### config.mk
export PLATFORM = sky130hd
export DESIGN_NAME = credential_table_engine_unit
export DESIGN_NICKNAME = d
export VERILOG_FILES = /design/src/rtl/cte_pkg.sv /design/src/rtl/cte_slot_store.sv /design/src/rtl/credential_table_engine_unit.sv
export SDC_FILE = /design/constraint.sdc
export NUM_CORES = 1
export LEC_CHECK = 0
export BUFFER_PORTS_ARGS = -buffer_cell sky130_fd_sc_hd__buf_4
export CORE_MARGIN = 2
export CORE_UTILIZATION = 45
export CTS_CLUSTER_DIAMETER = 30
export CTS_CLUSTER_SIZE = 30
export DETAILED_ROUTE_END_ITERATION = 8
export HOLD_SLACK_MARGIN = 0.02
export PLACE_DENSITY = 0.56
export SLEW_MARGIN = 15
export SYNTH_ARGS = -nofsm -noshare
export SYNTH_HDL_FRONTEND = slang
export SYNTH_SLANG_ARGS = --single-unit
### constraint.sdc
create_clock -name clk -period 11.3 [get_ports clk]
set_input_delay 1.695 -clock clk [delete_from_list [all_inputs] [get_ports clk]]
set_output_delay 1.695 -clock clk [all_outputs]
set_load 0.02 [all_outputs]
### src/rtl/cte_pkg.sv
// Package for the credential table engine: slot count, entry and command types,
// operation codes and the reset contents of the slot table.
// No dependencies; used by cte_slot_store and credential_table_engine_unit.
`timescale 1ns / 1ps

package cte_pkg;

	// Table geometry.
	localparam int NUM_SLOTS = 16;
	localparam int SLOT_W    = (NUM_SLOTS > 1) ? $clog2(NUM_SLOTS) : 1;
	localparam logic [SLOT_W-1:0] SLOT_LAST = SLOT_W'(NUM_SLOTS - 1);

	// PINs held by the two slots that are occupied after reset.
	localparam logic [63:0] PIN_ADMIN_DEFAULT = 64'h3132_3334_3536_3738;
	localparam logic [63:0] PIN_USER_DEFAULT  = 64'h3030_3030_3030_3030;

	// Result status codes.
	localparam logic ST_OK   = 1'b0;
	localparam logic ST_FAIL = 1'b1;

	typedef enum logic [1:0] {
		OP_AUTH   = 2'd0,
		OP_ADD    = 2'd1,
		OP_REMOVE = 2'd2,
		OP_CHANGE = 2'd3
	} op_t;

	// One request.
	typedef struct packed {
		op_t         op;
		logic [63:0] pin_digits;
		logic        new_level;
		logic        target_is_admin;
		logic [3:0]  slot_index;
	} cmd_t;

	// One result.
	typedef struct packed {
		logic       status;
		logic       granted_level;
		logic [3:0] hit_slot;
	} rsp_t;

	// One table entry as stored in memory.
	typedef struct packed {
		logic        used;
		logic        admin;
		logic [63:0] pin;
	} slot_entry_t;

	// Write port of the slot store.
	typedef struct packed {
		logic              en;
		logic [SLOT_W-1:0] addr;
		slot_entry_t       data;
	} slot_wr_t;

	localparam rsp_t RSP_FAIL = '{status: ST_FAIL, granted_level: 1'b0, hit_slot: 4'd0};

	// Contents of an entry that has not been written since reset.
	function automatic slot_entry_t slot_reset(input logic [SLOT_W-1:0] a);
		slot_entry_t e;
		e = '0;
		if (a == SLOT_W'(0)) begin
			e.used  = 1'b1;
			e.admin = 1'b1;
			e.pin   = PIN_ADMIN_DEFAULT;
		end else if (a == SLOT_W'(1)) begin
			e.used  = 1'b1;
			e.admin = 1'b0;
			e.pin   = PIN_USER_DEFAULT;
		end
		return e;
	endfunction

endpackage

### src/rtl/cte_slot_store.sv
// Slot table memory with one read and one write port and a registered read.
// Entries not yet written read back as their reset contents. Depends on cte_pkg.
`timescale 1ns / 1ps

module cte_slot_store (
	input  logic                        clk,
	input  logic                        arst_n,
	input  logic [cte_pkg::SLOT_W-1:0]  rd_addr,
	output cte_pkg::slot_entry_t        rd_data,
	input  cte_pkg::slot_wr_t           wr
);
	import cte_pkg::*;

	slot_entry_t       mem [NUM_SLOTS];
	logic              written_q [NUM_SLOTS];
	slot_entry_t       data_s1;
	logic              written_s1;
	logic [SLOT_W-1:0] addr_s1;

	// Memory array: one write and one registered read each cycle.
	always_ff @(posedge clk) begin
		if (wr.en) begin
			mem[wr.addr] <= wr.data;
		end
		data_s1 <= mem[rd_addr];
		addr_s1 <= rd_addr;
	end

	// Written flags, one per entry, cleared at reset.
	always_ff @(posedge clk or negedge arst_n) begin
		if (!arst_n) begin
			for (int i = 0; i < NUM_SLOTS; i++) begin
				written_q[i] <= 1'b0;
			end
			written_s1 <= 1'b0;
		end else begin
			if (wr.en) begin
				written_q[wr.addr] <= 1'b1;
			end
			written_s1 <= written_q[rd_addr];
		end
	end

	// An entry never written shows its reset contents.
	assign rd_data = written_s1 ? data_s1 : slot_reset(addr_s1);

endmodule

### src/rtl/credential_table_engine_unit.sv
// Credential table engine: authenticate, add, remove and change-PIN requests.
// A request scans from slot 0 up to the slot that settles it or the last slot;
// a name-addressed request reads only the slot that it names.
// Throughput: one request at a time, paced by the single memory read port walking one
// slot per cycle. A bad slot index is answered in the cycle right after its transfer.
// The receiver cannot stall.
// Reset: asynchronous, active low; the table returns to its default two slots at once.
`timescale 1ns / 1ps

module credential_table_engine_unit (
	input  logic          clk,
	input  logic          arst_n,
	input  logic          start,
	output logic          busy,
	input  cte_pkg::cmd_t cmd,
	output logic          done,
	output cte_pkg::rsp_t result
);
	import cte_pkg::*;

	typedef enum logic {
		S_IDLE,
		S_SCAN
	} state_t;

	state_t            state_q;
	cmd_t              cmd_q;
	logic [SLOT_W-1:0] addr_q;
	logic [SLOT_W-1:0] addr_s1;
	logic              issue_q;
	logic              pend_s1;
	logic              done_q;
	rsp_t              rsp_q;

	slot_entry_t       ent_s1;
	slot_wr_t          wr;
	logic              name_op;
	logic              new_name_op;
	logic              idx_ok;
	logic              hit;
	logic              finish;

	cte_slot_store u_store (
		.clk     (clk),
		.arst_n  (arst_n),
		.rd_addr (addr_q),
		.rd_data (ent_s1),
		.wr      (wr)
	);

	// Request decode.
	assign name_op     = (cmd_q.op == OP_REMOVE) || (cmd_q.op == OP_CHANGE);
	assign new_name_op = (cmd.op == OP_REMOVE) || (cmd.op == OP_CHANGE);
	assign idx_ok      = 32'(cmd.slot_index) < NUM_SLOTS;

	// Match test on the entry returned by the memory.
	always_comb begin
		case (cmd_q.op) inside
			OP_AUTH:              hit = ent_s1.used && (ent_s1.pin == cmd_q.pin_digits);
			OP_ADD:               hit = !ent_s1.used;
			OP_REMOVE, OP_CHANGE: hit = ent_s1.used && (ent_s1.admin == cmd_q.target_is_admin);
			default:              hit = 1'b0;
		endcase
	end

	assign finish = pend_s1 && (hit || name_op || (addr_s1 == SLOT_LAST));

	// Write-back of the modified entry.
	always_comb begin
		wr.en   = pend_s1 && hit && (cmd_q.op != OP_AUTH);
		wr.addr = addr_s1;
		case (cmd_q.op)
			OP_ADD: begin
				wr.data = '{used: 1'b1, admin: cmd_q.new_level, pin: cmd_q.pin_digits};
			end
			OP_CHANGE: begin
				wr.data = '{used: ent_s1.used, admin: ent_s1.admin, pin: cmd_q.pin_digits};
			end
			default: begin
				wr.data = '0;
			end
		endcase
	end

	// Request and address pipeline registers.
	always_ff @(posedge clk) begin
		if (start && !busy) begin
			cmd_q <= cmd;
		end
		addr_s1 <= addr_q;
	end

	// Sequencer state and registered result.
	always_ff @(posedge clk or negedge arst_n) begin
		if (!arst_n) begin
			state_q <= S_IDLE;
			addr_q  <= '0;
			issue_q <= 1'b0;
			pend_s1 <= 1'b0;
			done_q  <= 1'b0;
			rsp_q   <= RSP_FAIL;
		end else begin
			done_q <= 1'b0;
			unique case (state_q)
				S_IDLE: begin
					pend_s1 <= 1'b0;
					if (start) begin
						if (new_name_op && !idx_ok) begin
							done_q <= 1'b1;
							rsp_q  <= RSP_FAIL;
						end else begin
							state_q <= S_SCAN;
							issue_q <= 1'b1;
							addr_q  <= new_name_op ? SLOT_W'(cmd.slot_index) : '0;
						end
					end
				end
				S_SCAN: begin
					pend_s1 <= issue_q && !finish;
					if (issue_q) begin
						if (name_op || (addr_q == SLOT_LAST)) begin
							issue_q <= 1'b0;
						end else begin
							addr_q <= addr_q + 1'b1;
						end
					end
					if (finish) begin
						state_q <= S_IDLE;
						issue_q <= 1'b0;
						done_q  <= 1'b1;
						if (hit) begin
							rsp_q.status        <= ST_OK;
							rsp_q.granted_level <= (cmd_q.op == OP_AUTH) ? ent_s1.admin : 1'b0;
							rsp_q.hit_slot      <= 4'(addr_s1);
						end else begin
							rsp_q <= RSP_FAIL;
						end
					end
				end
				default: begin
					state_q <= S_IDLE;
				end
			endcase
		end
	end

	assign busy   = (state_q != S_IDLE);
	assign done   = done_q;
	assign result = rsp_q;

	// The result strobe comes only when the sequencer has returned to idle.
	a_done_idle: assert property (@(posedge clk) disable iff (!arst_n)
		done |-> !busy)
		else $error("result strobe while a request is still in progress");

	// The table is written only while a request is being worked on.
	a_write_busy: assert property (@(posedge clk) disable iff (!arst_n)
		wr.en |-> busy)
		else $error("slot table written outside a request");

	// Every result follows a request taken or worked on in the previous cycle.
	a_done_cause: assert property (@(posedge clk) disable iff (!arst_n)
		done |-> ($past(busy) || $past(start)))
		else $error("result strobe without a request");

	// A failed request carries zero level and slot.
	a_fail_clean: assert property (@(posedge clk) disable iff (!arst_n)
		(done && (result.status == ST_FAIL)) |->
			((result.granted_level == 1'b0) && (result.hit_slot == 4'd0)))
		else $error("failure result carries a level or slot");

endmodule
# Word-level counts from Yosys, hierarchy flattened
# Memory sizes are Yosys's and may differ from the RTL's. A register that Yosys moved wholly into a read port is not among the register bits.
# Index checks and enable logic that the tools add are counted.
op_classes:
  n_mul: 0
  magnitude_cmp: 3
  bitwise: 4
  add_sub_neg: 1
  reduce_logical: 22
  n_div: 0
  n_mux: 34
  eq_ne: 14
  n_shift: 0
op_table:
  columns: ["op", "count"]
  rows:
  - ["$mux 66", 3]
  - ["$pmux 66 s2", 1]
  - ["$eq 64x64->1", 1]
  - ["$mux 6", 3]
  - ["$mux 1", 16]
  - ["$mux 4", 4]
  - ["$or 16x16->16", 1]
  - ["$ge 5x5->1 const B", 2]
  - ["$not 4->5", 2]
  - ["$eq 2x2->1 const B", 4]
  - ["$eq 4x4->1 const B", 2]
  - ["$logic_and 1x1->1", 8]
  - ["$pmux 1 s2", 4]
  - ["$pmux 4 s2", 1]
  - ["$logic_or 1x1->1", 5]
  - ["$lt 5x1->1 const B", 1]
  - ["$add 4x1->4 const B", 1]
  - ["$bmux 1 s4", 1]
  - ["$demux 1 s4", 1]
  - ["$eq 4x1->1 const B", 1]
  - ["$logic_not 4->1", 1]
  - ["$ne 2x1->1 const B", 2]
  - ["$ne 2x2->1 const B", 2]
  - ["$logic_not 1->1", 3]
  - ["other kinds (8)", 8]
word_totals:
  input_bits: 75
  mem_bits_rw: 1056
  ff_bits: 103
  mem_bits_ro: 0
  output_inout_bits: 8
  mem_count: 1
  elab_cells: 109
  latchBits: 0
mem_list:
  columns: ["memory", "words", "width", "rd", "rd_ports_with_merged_regs", "wr", "line", "text"]
  rows:
  - ["u_store.mem", 16, 66, 1, 1, 1, "cte_slot_store.sv:14", "slot_entry_t mem [NUM_SLOTS];"]

# Longest topological paths before layout
logic_depth:
  depth_word: 15
  mapped_depth: 10

# Hierarchy
# A second synthesis with hierarchy kept.
unflattened:
  cells_unflattened: 2121
  area_unflattened_um2: 45961.6
by_module_without_submodules:
  columns: ["module", "area_per_inst_um2", "cells_per_inst", "n_inst"]
  rows:
  - ["cte_slot_store", 42016.5, 1821, 1]
  - ["credential_table_engine_unit", 3945.0, 300, 1]

# Worst setup path before layout
# Ideal clock, no wire load.
synth_timing:
  path_kind: "input-to-reg"
  from: "input start"
  to: "register addr_q[0]"
  slack_ps: 5441
  stages: 4
  setup_ps: 145
  t_arrival_ps: 5713
  path_cell_list: "nor2b_1 -> nor2_1 -> o21ai_0 -> o31ai_1"
synth_via:
  elab_chain_cells: 2
synth_lines:
  columns: ["item", "line", "text"]
  rows:
  - ["from (decl)", "credential_table_engine_unit.sv:13", "input logic start,"]
  - ["$ne 2x2->1 (no line)", null, null]
  - ["$reduce_and 3->1 (no line)", null, null]
  - ["to (signal assigned)", "credential_table_engine_unit.sv:114", "addr_q <= new_name_op ? SLOT_W'(cmd.slot_index) : '0;"]
  - ["to (signal assigned)", "credential_table_engine_unit.sv:124", "addr_q <= addr_q + 1'b1;"]
  - ["to (decl)", "credential_table_engine_unit.sv:28", "logic [SLOT_W-1:0] addr_q;"]
# Every way passes these cells.
# A chain may end at the register's enable or synchronous reset.

# Final worst setup path
layout_timing:
  from: "register u_store.addr_s1[1]"
  to: "memory u_store.mem[10][6] (netlist name) (enable)"
layout_via:
  elab_chain_cells: 12
layout_lines:
  columns: ["item", "line", "text"]
  rows:
  - ["from (decl)", "cte_slot_store.sv:18", "logic [SLOT_W-1:0] addr_s1;"]
  - ["from (signal assigned)", "cte_slot_store.sv:26", "addr_s1 <= rd_addr;"]
  - ["branches (longest 12 deep; another with $mux 66)", null, null]
  - ["to (decl)", "cte_slot_store.sv:14", null]
# Parallel ways; which one is timed is not known.

==> results.cfg <==
[run_status]
outcome = complete, no violations

[die]
start_util_pct = 45.5
die_w_um = 325
core_area_sq_mm = 0.102
io_pins = 83
die_h_um = 325
die_area_sq_mm = 0.105
row_count = 117

[synthesis]
netlist_area_sq_mm = 0.0463
synth.top_cell.area_share_pct = 72.9
syn_avg_cell_area_sq_um = 22.8
ys_top_cells_by_area = edfxtp_1, mux4_2, dfxtp_1
synth_ff_type = edfxtp_1
synth-seq-cells = 1225
synth_edf_count = 1124
synthCells = 2028
ys_seq_area_share_pct = 77.6
yosys_warnings = 0
yosysUniqueCellTypes = 65
synthArstFlopShare_pct = 2.53
synth_nets = 2104
synth_area_leader_cell = edfxtp_1

[global_routing]
overflow = 0
grt.total_usage_pct = 21.2
grt_pass1_vias = 23100
grt_max_degree = 115
grt_pass1_wl_um = 161000
antenna_found_initial = 3

[power]
p_leak_uw = 0.0185
p_per_area_mw_per_mm2 = 262
power_uw = 14900
switching_share_pct = 25.6
internal-power_uw = 11100
clockPowerShare_pct = 46.1
switchingPower_uw = 3800
seq_power_share_pct = 37.4
vdd_ir_drop_max_mv = 0.280
p_comb_share_pct = 16.5

[clock_network]
worstSkewPairLatency_ns = 0.78
clk_pin_slew_ns = 0.05
clockRootBuffer = clkbuf_16
clk_path_buf_depth = 3
cts_setup_buffers = 0
htreeDepth = 4
cts_buffers = 231
ctsResizeCount = 0
hold_buffers = 0
cts.sinks = 1225
cts_tree = built

[timing]
tns_ns = 0
slew_viol_final = 0
hold_viol = 0
finalSetupViolations = 0
finalCriticalPeriod_ns = 4.89
min_period_over_period_pct = 43.3
rsz0062_at_grt = false
worst_clock_skew_ns = 0.0262
tightest_slew_ns = 1.16
fmax_ghz = 0.204
relSlewSlack_pct = 22.6

[setup_path]
crit_slowest_cell = nor2_4
cp_data_required_time_ns = 11.68
path_cells = nor4_1, mux2i_1, xnor2_1, o21ai_1, and2_1, nand3b_1, nor2_4, buf_4
worstRegToRegCells = 8
start_kind = flip-flop
cp-end-kind = flip-flop
crit_fanout = 44
crit_type = reg2reg
crit_end = u_store.mem[10][6]
crit_path_start = u_store.addr_s1[1]
slowest_delay_ns = 0.97
r2r_end = u_store.mem[10][6]
crit_arrival_ns = 5.27
timing.rr.start = u_store.addr_s1[1]
ff2ff_setup_slack_ns = 6.41

[drt]
ant_nets = 0
vias_per_cell = 5.74
top_layer = met4
wl_met3_um = 7450
detail_route.drc_violations = 0
drt_iter0_drc = 2398
drt_wl_total_um = 111000
via_count = 22200
first_pass_iters = 7
met1_length_um = 48500
wl_per_cell_um = 28.6
wl_met2_um = 52800

[layout]
stdcell_count = 3863
regArea_sq_mm = 0.0359
syn_to_final_growth_pct = 22.5
final_net_count = 2360
drive_gt1_share_pct = 35.6
multi_input_area_sq_mm = 0.0101
fillCellCount = 7634

[placed_design]
placed_cells = 3419
io_buffers = 82
hpwlAfterDp_um = 58700
place.gp.congestion = 0.782

[worst_hold_path]
hold_path.class = reg2reg

[run]
cap_violations = 0
==> state kept, by name (all words and copies together) (netlist names) <==
signal and cells:
u_store.mem 1056, addr_q 4, u_store.data_s1 66, busy 1, u_store.written_s1 1, result 6
done 1, u_store.written_q 16, cmd_q 68, u_store.addr_s1 4, pend_s1 1, issue_q 1
==> critical path: cells and delay by family (launching register included) <==
| kind | cells | cell delay, ns |
|---|---|---|
| AND/OR/NAND/NOR | 4 | 2.36 |
| buffers and inverters | 1 | 0.82 |
| flip-flops | 1 | 0.42 |
| AO/OA/AOI/OAI | 1 | 0.33 |
| multiplexers | 1 | 0.30 |
| XOR/XNOR | 1 | 0.19 |
==> cell usage after synthesis, drive strengths merged, types with 3 or more instances <==
| library cell | n |
|---|---|
| mux4 | 335 |
| a21oi | 15 |
| nor2 | 43 |
| clkbuf | 65 |
| nor4 | 8 |
| or4 | 3 |
| o22ai | 7 |
| edfxtp | 1124 |
| nand2 | 21 |
| nor4b | 3 |
| mux2 | 4 |
| buf | 29 |
| nand3b | 5 |
| inv | 6 |
| xor2 | 13 |
| xnor2 | 29 |
| nand3 | 9 |
| o32ai | 4 |
| dfxtp | 70 |
| nand4 | 7 |
| nor2b | 5 |
| nor3 | 12 |
| a31oi | 16 |
| and2 | 65 |
| nor4bb | 9 |
| and3 | 6 |
| a2111oi | 3 |
| or2 | 17 |
| a2bb2oi | 5 |
| mux2i | 3 |
| dfrtp | 30 |
| nand4b | 5 |
| o21ai | 20 |
==> how the worst min path moves through the flow <==
stage / from / to / slack [ns] / depth (start not counted)
5_1_grt: u_store.written_q[12] / u_store.written_q[12] / 0.47 / 1
6_report: u_store.written_q[12] / u_store.written_q[12] / 0.46 / 1
4_1_cts: u_store.written_q[1] / u_store.written_q[1] / 0.46 / 1
3_3_place_gp: u_store.written_q[10] / u_store.written_q[10] / 0.44 / 1
3_5_place_dp: u_store.written_q[2] / u_store.written_q[2] / 0.45 / 1
2_1_floorplan: addr_q[2] / u_store.addr_s1[2] / 0.35 / 0
==> layout by cell type (no fill, tap or decap), types with 6 or more instances in the layout <==
cell type,count
nor3_1,11
clkbuf_8,8
dfxtp_1,70
clkbuf_16,234
dfrtp_1,25
clkinv_4,27
clkinvlp_4,27
o22ai_1,7
nor4_1,6
or2_1,8
nor2_1,27
nand3_1,9
a21oi_1,15
and2_1,65
nand2_1,21
bufinv_16,29
nor4bb_1,9
buf_4,114
clkinv_1,15
nand4_1,7
o21ai_0,19
inv_6,21
nor2_4,16
xor2_1,13
or2_2,9
clkbuf_1,37
clkinv_2,36
a31oi_1,16
edfxtp_1,1124
xnor2_1,29
and3_1,6
mux4_2,335
==> power groups by stage <==
stage	Sequential (uW)	Combinational (uW)	Clock [uW]
global placement	5650	2480	0
CTS	5570	2510	6950
detailed placement	5650	2500	0
global route	5600	2630	7190
finish	5570	2450	6860
floorplan	5450	1930	0
==> cell type report <==
class | instances | area share [%]
multi-input combinational | 703 | 17.8
clock inverter | 163 | 3.36
clock buffer | 279 | 10.8
antenna | 2 | 0.00882
timing repair buffer | 117 | 1.60
tap | 1368 | 3.02
sequential | 1225 | 63.4
inverter | 6 | 0.0397
==> stage by stage <==
stage / utilization (%) / setup WS, ns / hold WS (ns) / cell area, sq um
2_1_floorplan: - / 5.44 / 0.345 / 46300
3_3_place_gp: 47.8 / 6.47 / 0.442 / 48700
3_5_place_dp: 47.8 / 6.39 / 0.449 / 48700
4_1_cts: 55.7 / 6.35 / 0.461 / 56700
5_1_grt: 55.7 / 6.03 / 0.472 / 56700
6_report: 55.7 / 6.41 / 0.458 / 56700
==> cell families after synthesis <==
| kind of cell | share of synthesized area [%] |
|---|---|
| AOI/OAI and AO/OA | 1.41 |
| xor gates and xnor gates | 0.794 |
| adders and majority gates | 0.0270 |
| buffers and inverters | 0.843 |
| DFF | 77.6 |
| muxes | 16.5 |
| and+or+nand+nor | 2.86 |
==> routing by layer <==
| metal | up-vias | track usage (%) |
|---|---|---|
| li1 | 9217 | - |
| met1 | 12000 | 31.0 |
| met2 | 789 | 32.8 |
| met3 | 154 | 4.31 |
| met4 | 0 | 5.70 |
| met5 | - | 0 |
Power figures use the tool's default switching activity.
